**config.mk**
```make
export PLATFORM = sky130hd
export DESIGN_NAME = nchance_clock_page_replacer
export DESIGN_NICKNAME = d
export VERILOG_FILES = /design/src/ncc_pkg.sv /design/src/ncc_entry_ram.sv /design/src/ncc_sweep_ctrl.sv /design/src/nchance_clock_page_replacer.sv
export SDC_FILE = /design/constraint.sdc
export NUM_CORES = 1
export LEC_CHECK = 0
export ABC_CLOCK_PERIOD_IN_PS = 7800
export BUFFER_PORTS_ARGS = -buffer_cell sky130_fd_sc_hd__buf_2
export CAP_MARGIN = 20
export CORE_MARGIN = 8
export CORE_UTILIZATION = 64
export CTS_BUF_LIST = sky130_fd_sc_hd__clkbuf_2 sky130_fd_sc_hd__clkbuf_4 sky130_fd_sc_hd__clkbuf_8
export DETAILED_ROUTE_END_ITERATION = 7
export GPL_ROUTABILITY_DRIVEN = 0
export GPL_TIMING_DRIVEN = 0
export PLACE_DENSITY_LB_ADDON = 0.12
export SLEW_MARGIN = 20
export SYNTH_ARGS = -nofsm -noshare
export SYNTH_HDL_FRONTEND = slang
export SYNTH_SLANG_ARGS = --single-unit
```
**constraint.sdc**
```tcl
create_clock -name clk -period 7.8 [get_ports clk]
set_clock_uncertainty 0.1 [all_clocks]
set_input_delay 2.34 -clock clk [delete_from_list [all_inputs] [get_ports clk]]
set_output_delay 2.34 -clock clk [all_outputs]
set_load 0.005 [all_outputs]
```
**src/ncc_pkg.sv**
```systemverilog
// ----------------------------------------------------------------------------
// ncc_pkg
// Shared types and constants for the n-chance clock page replacer.
// ----------------------------------------------------------------------------
package ncc_pkg;

  // default sizing of the working-set table
  localparam int SET_DEPTH_DEF        = 16;
  localparam int PAGE_NUMBER_BITS_DEF = 20;

  // fixed port field widths
  localparam int PAGE_W        = 20;
  localparam int SLOT_W        = 4;
  localparam int SET_SIZE_W    = 5;
  localparam int SWEEP_LIMIT_W = 8;
  localparam int CFG_DATA_W    = 8;
  localparam int SWEEP_W       = 8;

  // configuration reset values
  localparam logic [SET_SIZE_W-1:0]    SET_SIZE_RST    = 5'd16;
  localparam logic [SWEEP_LIMIT_W-1:0] SWEEP_LIMIT_RST = 8'd1;

  // configuration register indexes
  typedef enum logic [0:0] {
    CFG_SET_SIZE    = 1'b0,
    CFG_SWEEP_LIMIT = 1'b1
  } cfg_idx_t;

  // result codes
  typedef enum logic [1:0] {
    OC_NOTED    = 2'd0,
    OC_PLACED   = 2'd1,
    OC_REPLACED = 2'd2,
    OC_IGNORED  = 2'd3
  } outcome_t;

  // controller states
  typedef enum logic [1:0] {
    ST_IDLE  = 2'd0,
    ST_READ  = 2'd1,
    ST_EVAL  = 2'd2,
    ST_SHORT = 2'd3
  } ctrl_state_t;

  // per-entry bookkeeping kept next to the page number in the table
  typedef struct packed {
    logic [SWEEP_W-1:0] sweeps;
    logic               used;
    logic               modified;
  } entry_meta_t;

  localparam int META_W = SWEEP_W + 2;

  // one result beat from the controller to the output register
  typedef struct packed {
    outcome_t          outcome;
    logic [SLOT_W-1:0] slot;
    logic [PAGE_W-1:0] victim_page;
    logic              victim_dirty;
  } result_t;

endpackage

```
**src/ncc_entry_ram.sv**
```systemverilog
// ----------------------------------------------------------------------------
// ncc_entry_ram
// Working-set table storage: one write port, one read port, registered read.
// ----------------------------------------------------------------------------
module ncc_entry_ram #(
  parameter int DEPTH = 16,
  parameter int WIDTH = 30
) (
  input  logic                     clk,
  input  logic                     wr_en,
  input  logic [$clog2(DEPTH)-1:0] wr_addr,
  input  logic [WIDTH-1:0]         wr_data,
  input  logic                     rd_en,
  input  logic [$clog2(DEPTH)-1:0] rd_addr,
  output logic [WIDTH-1:0]         rd_data
);

  logic [WIDTH-1:0] mem [DEPTH];

  // write port
  always_ff @(posedge clk) begin
    if (wr_en) begin
      mem[wr_addr] <= wr_data;
    end
  end

  // read port, registered
  always_ff @(posedge clk) begin
    if (rd_en) begin
      rd_data <= mem[rd_addr];
    end
  end

endmodule

```
**src/ncc_sweep_ctrl.sv**
```systemverilog
// ----------------------------------------------------------------------------
// ncc_sweep_ctrl
// Fill count, clock hand and the read-modify-write sequencer over the table.
// ----------------------------------------------------------------------------
module ncc_sweep_ctrl import ncc_pkg::*; #(
  parameter int SET_DEPTH        = SET_DEPTH_DEF,
  parameter int PAGE_NUMBER_BITS = PAGE_NUMBER_BITS_DEF
) (
  input  logic                                       clk,
  input  logic                                       rst_n,
  // input beat
  input  logic                                       in_valid,
  output logic                                       in_ready,
  input  logic                                       in_command,
  input  logic [PAGE_W-1:0]                          in_page,
  input  logic [SLOT_W-1:0]                          in_slot,
  input  logic                                       in_is_write,
  // configuration
  input  logic [SET_SIZE_W-1:0]                      set_size,
  input  logic [SWEEP_LIMIT_W-1:0]                   sweep_limit,
  // table port
  output logic                                       mem_rd_en,
  output logic [$clog2(SET_DEPTH)-1:0]               mem_rd_addr,
  input  logic [PAGE_NUMBER_BITS+META_W-1:0]         mem_rd_data,
  output logic                                       mem_wr_en,
  output logic [$clog2(SET_DEPTH)-1:0]               mem_wr_addr,
  output logic [PAGE_NUMBER_BITS+META_W-1:0]         mem_wr_data,
  // result beat
  output logic                                       res_valid,
  input  logic                                       res_ready,
  output result_t                                    res
);

  localparam int IW = $clog2(SET_DEPTH);
  localparam int CW = $clog2(SET_DEPTH + 1);
  localparam int PB = PAGE_NUMBER_BITS;

  ctrl_state_t      state_r, state_nxt;
  logic [CW-1:0]    fill_r;
  logic [IW-1:0]    hand_r;
  logic [IW-1:0]    cur_r;
  logic             cmd_r;
  logic [PB-1:0]    page_r;
  logic [SLOT_W-1:0] slot_r;
  logic             write_r;

  logic [31:0]      size_ext, eff_size, fill_ext, slot_ext, hand_ext, nx_ext, cur_ext;
  logic [31:0]      fill_slot_ext;
  logic [63:0]      page_ext, rd_page_ext;
  logic             room, slot_ok;
  logic [IW-1:0]    slot_idx, hand_start, nxt_idx, fill_idx;
  logic [PB-1:0]    rd_page;
  entry_meta_t      rd_meta;
  logic             neg;
  logic [8:0]       limit, lim;
  logic [SWEEP_W-1:0] sweeps_inc;
  logic             victim;

  // effective table size: zero acts as one, large values saturate
  assign size_ext = 32'(set_size);
  assign eff_size = (size_ext == 32'd0) ? 32'd1 :
                    (size_ext > 32'(SET_DEPTH)) ? 32'(SET_DEPTH) : size_ext;
  assign fill_ext = 32'(fill_r);
  assign room     = fill_ext < eff_size;

  // access slot check and index
  assign slot_ext = 32'(in_slot);
  assign slot_ok  = slot_ext < fill_ext;
  assign slot_idx = slot_ext[IW-1:0];

  // sweep start: a hand past the filled part restarts at slot 0
  assign hand_ext   = 32'(hand_r);
  assign hand_start = (hand_ext >= fill_ext) ? '0 : hand_r;

  // next slot after the current one, wrapping at the fill count
  assign cur_ext = 32'(cur_r);
  assign nx_ext  = cur_ext + 32'd1;
  assign nxt_idx = (nx_ext >= fill_ext) ? '0 : nx_ext[IW-1:0];

  assign fill_idx      = fill_ext[IW-1:0];
  assign fill_slot_ext = fill_ext;

  assign page_ext = 64'(in_page);

  // split the table word
  assign rd_meta     = entry_meta_t'(mem_rd_data[META_W-1:0]);
  assign rd_page     = mem_rd_data[PB+META_W-1:META_W];
  assign rd_page_ext = 64'(rd_page);

  // sweep limit, one more for modified pages when the setting is negative
  assign neg        = sweep_limit[SWEEP_LIMIT_W-1];
  assign limit      = {1'b0, neg ? (~sweep_limit + 8'd1) : sweep_limit};
  assign lim        = limit + 9'(neg & rd_meta.modified);
  assign sweeps_inc = (rd_meta.sweeps == '1) ? rd_meta.sweeps : rd_meta.sweeps + 8'd1;
  assign victim     = {1'b0, sweeps_inc} >= lim;

  // state register
  always_ff @(posedge clk) begin
    if (!rst_n) begin
      state_r <= ST_IDLE;
    end else begin
      state_r <= state_nxt;
    end
  end

  // next state
  always_comb begin
    state_nxt = state_r;
    case (state_r)
      ST_IDLE: begin
        if (in_valid) begin
          if (in_command) begin
            state_nxt = slot_ok ? ST_READ : ST_SHORT;
          end else begin
            state_nxt = room ? ST_SHORT : ST_READ;
          end
        end
      end
      ST_READ: begin
        state_nxt = ST_EVAL;
      end
      ST_EVAL: begin
        if (cmd_r) begin
          state_nxt = res_ready ? ST_IDLE : ST_EVAL;
        end else if (rd_meta.used || !victim) begin
          state_nxt = ST_READ;
        end else begin
          state_nxt = res_ready ? ST_IDLE : ST_EVAL;
        end
      end
      ST_SHORT: begin
        state_nxt = res_ready ? ST_IDLE : ST_SHORT;
      end
      default: begin
        state_nxt = ST_IDLE;
      end
    endcase
  end

  // outputs: handshake, table access and result
  always_comb begin
    in_ready    = 1'b0;
    mem_rd_en   = 1'b0;
    mem_rd_addr = cur_r;
    mem_wr_en   = 1'b0;
    mem_wr_addr = cur_r;
    mem_wr_data = mem_rd_data;
    res_valid   = 1'b0;
    res         = '0;
    case (state_r)
      ST_IDLE: begin
        in_ready = 1'b1;
      end
      ST_READ: begin
        mem_rd_en = 1'b1;
      end
      ST_EVAL: begin
        if (cmd_r) begin
          // access: mark used, and modified on a write
          mem_wr_en   = res_ready;
          mem_wr_data = {rd_page, rd_meta.sweeps, 1'b1, rd_meta.modified | write_r};
          res_valid   = 1'b1;
          res.outcome = OC_NOTED;
          res.slot    = slot_r;
        end else if (rd_meta.used) begin
          // second chance: clear used and count
          mem_wr_en   = 1'b1;
          mem_wr_data = {rd_page, SWEEP_W'(0), 1'b0, rd_meta.modified};
        end else if (!victim) begin
          // not old enough yet: raise count
          mem_wr_en   = 1'b1;
          mem_wr_data = {rd_page, sweeps_inc, 1'b0, rd_meta.modified};
        end else begin
          // evict and install the new page as used
          mem_wr_en        = res_ready;
          mem_wr_data      = {page_r, SWEEP_W'(0), 1'b1, 1'b0};
          res_valid        = 1'b1;
          res.outcome      = OC_REPLACED;
          res.slot         = cur_ext[SLOT_W-1:0];
          res.victim_page  = rd_page_ext[PAGE_W-1:0];
          res.victim_dirty = rd_meta.modified;
        end
      end
      ST_SHORT: begin
        res_valid = 1'b1;
        if (cmd_r) begin
          res.outcome = OC_IGNORED;
          res.slot    = slot_r;
        end else begin
          // placement into the next free slot
          mem_wr_en   = res_ready;
          mem_wr_addr = fill_idx;
          mem_wr_data = {page_r, SWEEP_W'(0), 1'b0, 1'b0};
          res.outcome = OC_PLACED;
          res.slot    = fill_slot_ext[SLOT_W-1:0];
        end
      end
      default: begin
        in_ready = 1'b0;
      end
    endcase
  end

  // fill count and clock hand
  always_ff @(posedge clk) begin
    if (!rst_n) begin
      fill_r <= '0;
      hand_r <= '0;
    end else begin
      if (state_r == ST_SHORT && !cmd_r && res_ready) begin
        fill_r <= fill_r + CW'(1);
        hand_r <= '0;
      end else if (state_r == ST_EVAL && !cmd_r && !rd_meta.used && victim && res_ready) begin
        hand_r <= nxt_idx;
      end
    end
  end

  // item capture and sweep position
  always_ff @(posedge clk) begin
    if (state_r == ST_IDLE && in_valid) begin
      cmd_r   <= in_command;
      page_r  <= page_ext[PB-1:0];
      slot_r  <= in_slot;
      write_r <= in_is_write;
      cur_r   <= in_command ? slot_idx : hand_start;
    end else if (state_r == ST_EVAL && !cmd_r && (rd_meta.used || !victim)) begin
      cur_r <= nxt_idx;
    end
  end

endmodule

```
**src/nchance_clock_page_replacer.sv**
```systemverilog
// ----------------------------------------------------------------------------
// nchance_clock_page_replacer
// Working-set table with n-chance clock page replacement.
// ----------------------------------------------------------------------------
// Usage: one in_ beat per command, one out_ beat per command, in order.
// A fault beat (command 0) places the page in the next free slot while the
// table is below its configured size, otherwise it starts a clock sweep that
// retires used bits and ages unused entries until one reaches the limit and
// is replaced. An access beat (command 1) marks a filled slot used, and
// modified on a write; an access to an unfilled slot is reported ignored.
// Placement and ignored accesses are answered from the SHORT state; a noted
// access and each entry a sweep visits go through READ and then EVAL. Every
// table visit is a read followed by a write-back on the single table RAM.
// Items are handled one at a time; in_ready is high whenever the sequencer
// is idle, including while a finished result waits in the output register.
// When the output register is full and out_ready is low, the sequencer
// holds its last step until the output register frees up.
// Reset clears the fill count, the clock hand and out_valid, leaves the
// sequencer idle and sets set_size to 16 and the sweep limit to 1.
// cfg_ writes take effect on the next cycle and belong to idle periods.
// ----------------------------------------------------------------------------
module nchance_clock_page_replacer import ncc_pkg::*; #(
  parameter int SET_DEPTH        = SET_DEPTH_DEF,
  parameter int PAGE_NUMBER_BITS = PAGE_NUMBER_BITS_DEF
) (
  input  logic                    clk,
  input  logic                    rst_n,
  // configuration
  input  logic                    cfg_wr_en,
  input  logic [0:0]              cfg_index,
  input  logic [CFG_DATA_W-1:0]   cfg_wdata,
  // input channel
  input  logic                    in_valid,
  output logic                    in_ready,
  input  logic                    in_command,
  input  logic [PAGE_W-1:0]       in_page,
  input  logic [SLOT_W-1:0]       in_slot,
  input  logic                    in_is_write,
  // result channel
  output logic                    out_valid,
  input  logic                    out_ready,
  output logic [1:0]              out_outcome,
  output logic [SLOT_W-1:0]       out_slot_res,
  output logic [PAGE_W-1:0]       out_victim_page,
  output logic                    out_victim_dirty
);

  localparam int IW = $clog2(SET_DEPTH);
  localparam int EW = PAGE_NUMBER_BITS + META_W;

  logic [SET_SIZE_W-1:0]    set_size_r;
  logic [SWEEP_LIMIT_W-1:0] sweep_limit_r;

  logic          mem_rd_en, mem_wr_en;
  logic [IW-1:0] mem_rd_addr, mem_wr_addr;
  logic [EW-1:0] mem_rd_data, mem_wr_data;

  logic    res_valid, res_ready;
  result_t res;
  logic    out_valid_r;
  result_t out_res_r;

  // configuration registers
  always_ff @(posedge clk) begin
    if (!rst_n) begin
      set_size_r    <= SET_SIZE_RST;
      sweep_limit_r <= SWEEP_LIMIT_RST;
    end else if (cfg_wr_en) begin
      if (cfg_index == CFG_SET_SIZE) begin
        set_size_r <= cfg_wdata[SET_SIZE_W-1:0];
      end else if (cfg_index == CFG_SWEEP_LIMIT) begin
        sweep_limit_r <= cfg_wdata[SWEEP_LIMIT_W-1:0];
      end
    end
  end

  // sequencer
  ncc_sweep_ctrl #(
    .SET_DEPTH        (SET_DEPTH),
    .PAGE_NUMBER_BITS (PAGE_NUMBER_BITS)
  ) u_ctrl (
    .clk         (clk),
    .rst_n       (rst_n),
    .in_valid    (in_valid),
    .in_ready    (in_ready),
    .in_command  (in_command),
    .in_page     (in_page),
    .in_slot     (in_slot),
    .in_is_write (in_is_write),
    .set_size    (set_size_r),
    .sweep_limit (sweep_limit_r),
    .mem_rd_en   (mem_rd_en),
    .mem_rd_addr (mem_rd_addr),
    .mem_rd_data (mem_rd_data),
    .mem_wr_en   (mem_wr_en),
    .mem_wr_addr (mem_wr_addr),
    .mem_wr_data (mem_wr_data),
    .res_valid   (res_valid),
    .res_ready   (res_ready),
    .res         (res)
  );

  // table storage
  ncc_entry_ram #(
    .DEPTH (SET_DEPTH),
    .WIDTH (EW)
  ) u_ram (
    .clk     (clk),
    .wr_en   (mem_wr_en),
    .wr_addr (mem_wr_addr),
    .wr_data (mem_wr_data),
    .rd_en   (mem_rd_en),
    .rd_addr (mem_rd_addr),
    .rd_data (mem_rd_data)
  );

  // output register
  assign res_ready = !out_valid_r || out_ready;

  always_ff @(posedge clk) begin
    if (!rst_n) begin
      out_valid_r <= 1'b0;
    end else if (res_valid && res_ready) begin
      out_valid_r <= 1'b1;
    end else if (out_ready) begin
      out_valid_r <= 1'b0;
    end
  end

  always_ff @(posedge clk) begin
    if (res_valid && res_ready) begin
      out_res_r <= res;
    end
  end

  assign out_valid        = out_valid_r;
  assign out_outcome      = out_res_r.outcome;
  assign out_slot_res     = out_res_r.slot;
  assign out_victim_page  = out_res_r.victim_page;
  assign out_victim_dirty = out_res_r.victim_dirty;

endmodule

```
## After elaboration in Yosys (flattened, before gate mapping)

Memories as Yosys holds them, arrays and structs flattened. A register that Yosys moved wholly into a read port is not among the register bits.
Index checks and enable logic that the tools add are counted.

- $add $sub $neg: 5
- Order comparisons: 6
- Equal/unequal tests: 5
- Muxes and demuxes: 45
- Bitwise operators: 7
- Reduce and logical (&&, ||, !) cells: 23

Operators with widths:

| kind | count |
|---|---|
| $mux W30 | 4 |
| $pmux W30 S2 | 1 |
| $mux W27 | 2 |
| $ge A32 B5 Y1 | 1 |
| $logic_not A32 Y1 | 1 |
| $lt A5 B32 Y1 | 1 |
| $mux W32 | 1 |
| $mux W4 | 7 |
| $add A8 B1 Y8 const B | 2 |
| $mux W2 | 8 |
| $mux W8 | 2 |
| $mux W1 | 13 |
| $mux W6 | 2 |
| $pmux W6 S2 | 1 |
| $add A8 B9 Y9 | 1 |
| $ge A8 B9 Y1 | 1 |
| $logic_and A1 B1 Y1 | 9 |
| $eq A8 B8 Y1 const B | 1 |
| $not A8 Y8 | 1 |
| $pmux W2 S4 | 1 |
| $add A4 B1 Y5 const B | 1 |
| $add A5 B1 Y5 const B | 1 |
| $ge A4 B5 Y1 | 1 |
| $gt A5 B5 Y1 const B | 1 |
| other kinds (16) | 27 |

- Register bits: 82
- RAM bits: 480
- Input bits: 40
- Logic and storage cells: 107
- Memories kept: 1

Memories:

| name | depth | bits a word | read ports | clocked after Yosys merged registers in | wr ports | line | RTL |
|---|---|---|---|---|---|---|---|
| u_ram.mem | 16 | 30 | 1 | 1 | 1 | ncc_entry_ram.sv:18 | `logic [WIDTH-1:0] mem [DEPTH];` |

## Logic depth before layout (Yosys ltp)

- Word-level depth: 11
- Depth in mapped cells: 14

## Modules after synthesis

From an unflattened synthesis, not the netlist that was laid out.

- Cell total of the unflattened synthesis: 1358
- Area, all modules: 24652.4 µm²

Modules (own cells, without submodules):

| module | times used | cells each | area each (µm²) |
|---|---|---|---|
| ncc_entry_ram | 1 | 785 | 19239.7 |
| ncc_sweep_ctrl | 1 | 484 | 4032.6 |
| nchance_clock_page_replacer | 1 | 89 | 1380.1 |

## Least setup slack after synthesis

No wires, ideal clock.

- Kind: in2reg
- From: in out_ready
- To: mem u_ram.mem[10][0], enable pin
- Setup time: 0.463 ns
- Arrival time: 5.147 ns
- Slack: 2.090 ns
- Stages on the path: 4
- Path through: nand2b_1 -> nand2_1 -> clkbuf_1 -> a211oi_1

- Cells in the longest elaborated chain, start to end: 7
- Elaborated cells on any way between the ends: 8
- Classes of those cells: mux (7); reduce/logical (1)

RTL lines:

| what | line | RTL |
|---|---|---|
| start: declaration | nchance_clock_page_replacer.sv:41 | `input logic out_ready,` |
| $logic_or A1 B1 Y1 * | nchance_clock_page_replacer.sv:118 | `assign res_ready = !out_valid_r \|\| out_ready;` |
| $mux W1 | ncc_sweep_ctrl.sv:169 | `end else if (!victim) begin` |
| $mux W1 | ncc_sweep_ctrl.sv:165 | `end else if (rd_meta.used) begin` |
| $mux W1 | ncc_sweep_ctrl.sv:158 | `if (cmd_r) begin` |
| $pmux W1 S2 * | ncc_sweep_ctrl.sv:150 | `case (state_r)` |
| $mux W1 * | ncc_entry_ram.sv:22 | `if (wr_en) begin` |
| $mux W1 (implied by the code) * | ncc_entry_ram.sv:23 | `mem[wr_addr] <= wr_data;` |
| end: declaration | ncc_entry_ram.sv:18 |  |

Mark *: on every way between the ends. The rest lies on a longest branch, timed or not.

## Final worst setup path

- From: reg u_ram.rd_data[2] (read register of u_ram.mem)
- To: mem u_ram.mem[3][19], enable pin

- Cells in the longest elaborated chain, start to end: 9
- Elaborated cells on any way between the ends: 10
- Classes of those cells: add/sub (1); order compare (1); eq/ne (1); mux (7)

RTL lines:

| what | line | RTL |
|---|---|---|
| start: declaration | ncc_entry_ram.sv:15 | `output logic [WIDTH-1:0] rd_data` |
| $add A8 B1 Y8 or $eq A8 B8 Y1 (tied branches) | ncc_sweep_ctrl.sv:94 | `assign sweeps_inc = (rd_meta.sweeps == '1) ? rd_meta.sweeps : rd_meta.sweeps + 8'd1;` |
| $mux W8 * | ncc_sweep_ctrl.sv:94 |  |
| $ge A8 B9 Y1 * | ncc_sweep_ctrl.sv:95 | `assign victim = {1'b0, sweeps_inc} >= lim;` |
| $mux W1 * | ncc_sweep_ctrl.sv:169 |  |
| $mux W1 * | ncc_sweep_ctrl.sv:165 |  |
| $mux W1 * | ncc_sweep_ctrl.sv:158 |  |
| $pmux W1 S2 * | ncc_sweep_ctrl.sv:150 |  |
| $mux W1 * | ncc_entry_ram.sv:22 |  |
| $mux W1 (implied by the code) * | ncc_entry_ram.sv:23 |  |

Marks and branches as above.

==> run summary <==
crit-path max cell delay: 0.60 ns
Layout Nets: 1471
CTS tree: yes
Async S/R FF share, synth: 0%
number of hold buffers added after CTS: 0
Sw Pwr: 0.00203 W
area grow syn2layout: 15.4%
Max Fclk: 194 MHz
RSZ-0062 raised after global routing: false
cts bufs inserted: 92
clock network fraction of total power: 32.7%
clk_lat worst skew: 0.66 ns
grt ovf: 0
CP Class: reg2reg
final hold viol count: 0
Remaining DRCs: 0
root buffer cell: clkbuf_8
Multi-input gate area: 6140 um2
fin crit period: 5.16 ns
core box area: 36600 um2
final core utilization: 75.1%
initial antenna violation count: 0
VDD IR max: 0.175 mV
synth warn: 0
Final Setup Violations: 0
routed vias: 12800
GRT Util Overall: 25.9%
Slew Viols, Final: 0
Final Worst Setup Slack: 2.64 ns
Die Width: 209 um
CP Capture Type: flop
worst-path cell chain: ha_1 -> nand2_1 -> nor3_2 -> nor3_1 -> xor2_1 -> ha_1 -> and3_1 -> a221o_1 -> a21oi_2 -> o21ai_2 -> buf_2 -> a211oi_4 -> buf_6 -> buf_6
Clock Path Buffers: 3
area leader, netlist: edfxtp_1
CP bufs+invs: 3
main flop type after synthesis: edfxtp_1
max_cap viols: 0
slowest stage cell, crit path: a211oi_4
# H-tree levels: 3
Post-synth EDFFs: 567
period utilization: 66.1%
status: finished clean
row cnt: 70
clock transition at the registers of the reported paths: 0.06 ns
Post-Syn Nets: 1258
IO Port Bufs: 65
crit start category: flop
total wire length: 55900 um
first-pass GRT wire length: 82500 um
Sw Share: 26.1%
worst-path maximum fanout: 10
register area: 17500 um2
vias per cell: 6.60
initial core utilization: 65.1%
post-synthesis cell area: 23800 um2
IO Count: 69
Gate Count Post-Synth: 1188
Leak: 9.16 nW
die area: 43700 um2
Die Ht: 209 um
Seq pwr share: 49.6%
top cells by area, synth: edfxtp_1, mux4_2, dfxtp_1
CP required: 8.03 ns
# fillers: 2039
Tot Pwr: 0.00775 W
CTS resizes: 0
sequential area share after synthesis: 73.6%
Clock Sink Count: 592
internal power: 0.00573 W
Routed Antenna Nets: 0
# diodes: 0
DRT Pass-1 Iters: 5
top cell type's share of synthesized area: 71.5%
post-synthesis cell type count: 54
measured slew at the worst slew-check pin: 1.01 ns
pin count of the biggest net entering global routing: 28
Synth Area per Inst: 20.1 um2
power per cell area: 282 nW/um2
wire per inst: 28.8 um
crit path DAT: 5.39 ns
Seq cells post-synth: 592
hold crit path type: reg2reg
delay-heaviest family, CP: compound AO/OA/AOI/OAI gates
vias in the first global route: 13100
total negative slack: 0 ns
Max transition margin: 32.6%
dpl ws: 2.56 ns
Initial DRC Count: 1381
power share of the combinational group: 17.7%
Hold Slack: 0.392 ns
Post-CTS Setup Bufs: 0
hpwl dp: 37200 um
fraction of layout cells with a size suffix above 1: 32.1%
-- placed cells by master, fill, tap and decap left out, types with 24 or more instances in the layout --
master / count
dfxtp_1: 25
mux4_2: 150
nand2_1: 62
clkinv_1: 24
clkbuf_4: 35
clkbuf_1: 34
buf_8: 27
nor2_1: 27
ha_1: 30
and3_1: 26
edfxtp_1: 567
buf_2: 80
buf_6: 31
clkbuf_8: 96
-- metal layers --
layer | track usage (%) | up-vias | routed length (um)
met5 | 0 | - | 0
met4 | 10.6 | 0 | 1880
met3 | 6.47 | 132 | 5710
met2 | 41.6 | 752 | 27100
met1 | 34.2 | 6602 | 21200
li1 | - | 5338 | -
-- per-stage QoR --
| step | cells | area [um2] |
|---|---|---|
| 2_1_floorplan | 1188 | 23800 |
| 3_3_place_gp | 1721 | 24700 |
| 3_5_place_dp | 1775 | 25700 |
| 4_1_cts | 1943 | 27500 |
| 5_1_grt | 1943 | 27500 |
| 6_report | 1943 | 27500 |
-- registers in the layout, indices dropped and copies added, names as in the netlist --
signal              flops
out_outcome             2
out_slot_res            4
out_valid               1
out_victim_dirty        1
out_victim_page        20
set_size_r              5
sweep_limit_r           8
u_ctrl.cmd_r            1
u_ctrl.fill_r           5
u_ctrl.hand_r           4
u_ctrl.mem_rd_addr      4
u_ctrl.page_r          20
u_ctrl.slot_r           4
u_ctrl.state_r          2
u_ctrl.write_r          1
u_ram.mem             480
u_ram.rd_data          30
-- power groups by stage --
stage / Sequential, W / Combinational (W) / Clock, W
floorplan: 0.00389 / 0.000893 / 0
global placement: 0.00392 / 0.00126 / 0
detailed placement: 0.00391 / 0.00137 / 0
CTS: 0.00385 / 0.00137 / 0.00257
global route: 0.00386 / 0.00146 / 0.00270
finish: 0.00385 / 0.00137 / 0.00253
-- worst register-to-register path, delay by kind of cell (launching register included) --
kind / cells / cell delay [ns]
flip-flops: 1 / 0.46
AND/OR/NAND/NOR: 4 / 1.11
AO/OA/AOI/OAI: 4 / 1.49
buffers and inverters: 3 / 0.87
adder cells (fa/ha/maj): 2 / 0.59
XOR/XNOR: 1 / 0.20
-- Yosys cell counts, types with 7 or more instances --
master / n
a21o_1: 8
buf_2: 15
nand2b_1: 12
nor2_1: 27
clkbuf_1: 36
a22o_1: 7
xor2_1: 12
mux2_1: 20
mux4_2: 150
ha_1: 30
a211oi_1: 19
xnor2_1: 8
nand3_1: 20
o31ai_1: 8
o21ai_0: 11
dfxtp_1: 25
mux2i_1: 9
a21oi_1: 19
and3_1: 26
nand2_1: 62
inv_1: 18
edfxtp_1: 567
-- cell families (layout without fill, tap and decap cells) --
| kind of cell | count (synthesis) | count (layout) | share of synthesized area (%) |
|---|---|---|---|
| AO/OA/AOI/OAI | 111 | 111 | 3.35 |
| XOR/XNOR | 20 | 20 | 0.735 |
| adder cells (fa/ha/maj) | 30 | 30 | 1.58 |
| buffers and inverters | 81 | 368 | 1.70 |
| flip-flops | 592 | 592 | 73.6 |
| multiplexers | 179 | 179 | 15.5 |
| AND/OR/NAND/NOR | 175 | 175 | 3.57 |
-- path summary, 6_finish.rpt --
kind                                       start          endpoint  slack [ns]  cells past startpoint
worst min-delay path               set_size_r[0]     set_size_r[0]        0.39                      2
worst max-delay path            u_ram.rd_data[2]  u_ram.mem[3][19]        2.64                     14
worst max register to register  u_ram.rd_data[2]  u_ram.mem[3][19]        2.64                     14
worst min register to register     set_size_r[0]     set_size_r[0]        0.39                      2
-- layout make-up --
type	instances	area share (%)
clock buffers	131	5.76
clock inverters	37	0.805
flip-flops and latches	592	63.7
repair buffers	119	3.73
well taps	468	2.13
plain buffers	62	1.22
inverters	19	0.259
multi-input cells	515	22.3
Note: power is estimated with default switching activity, not from simulation.
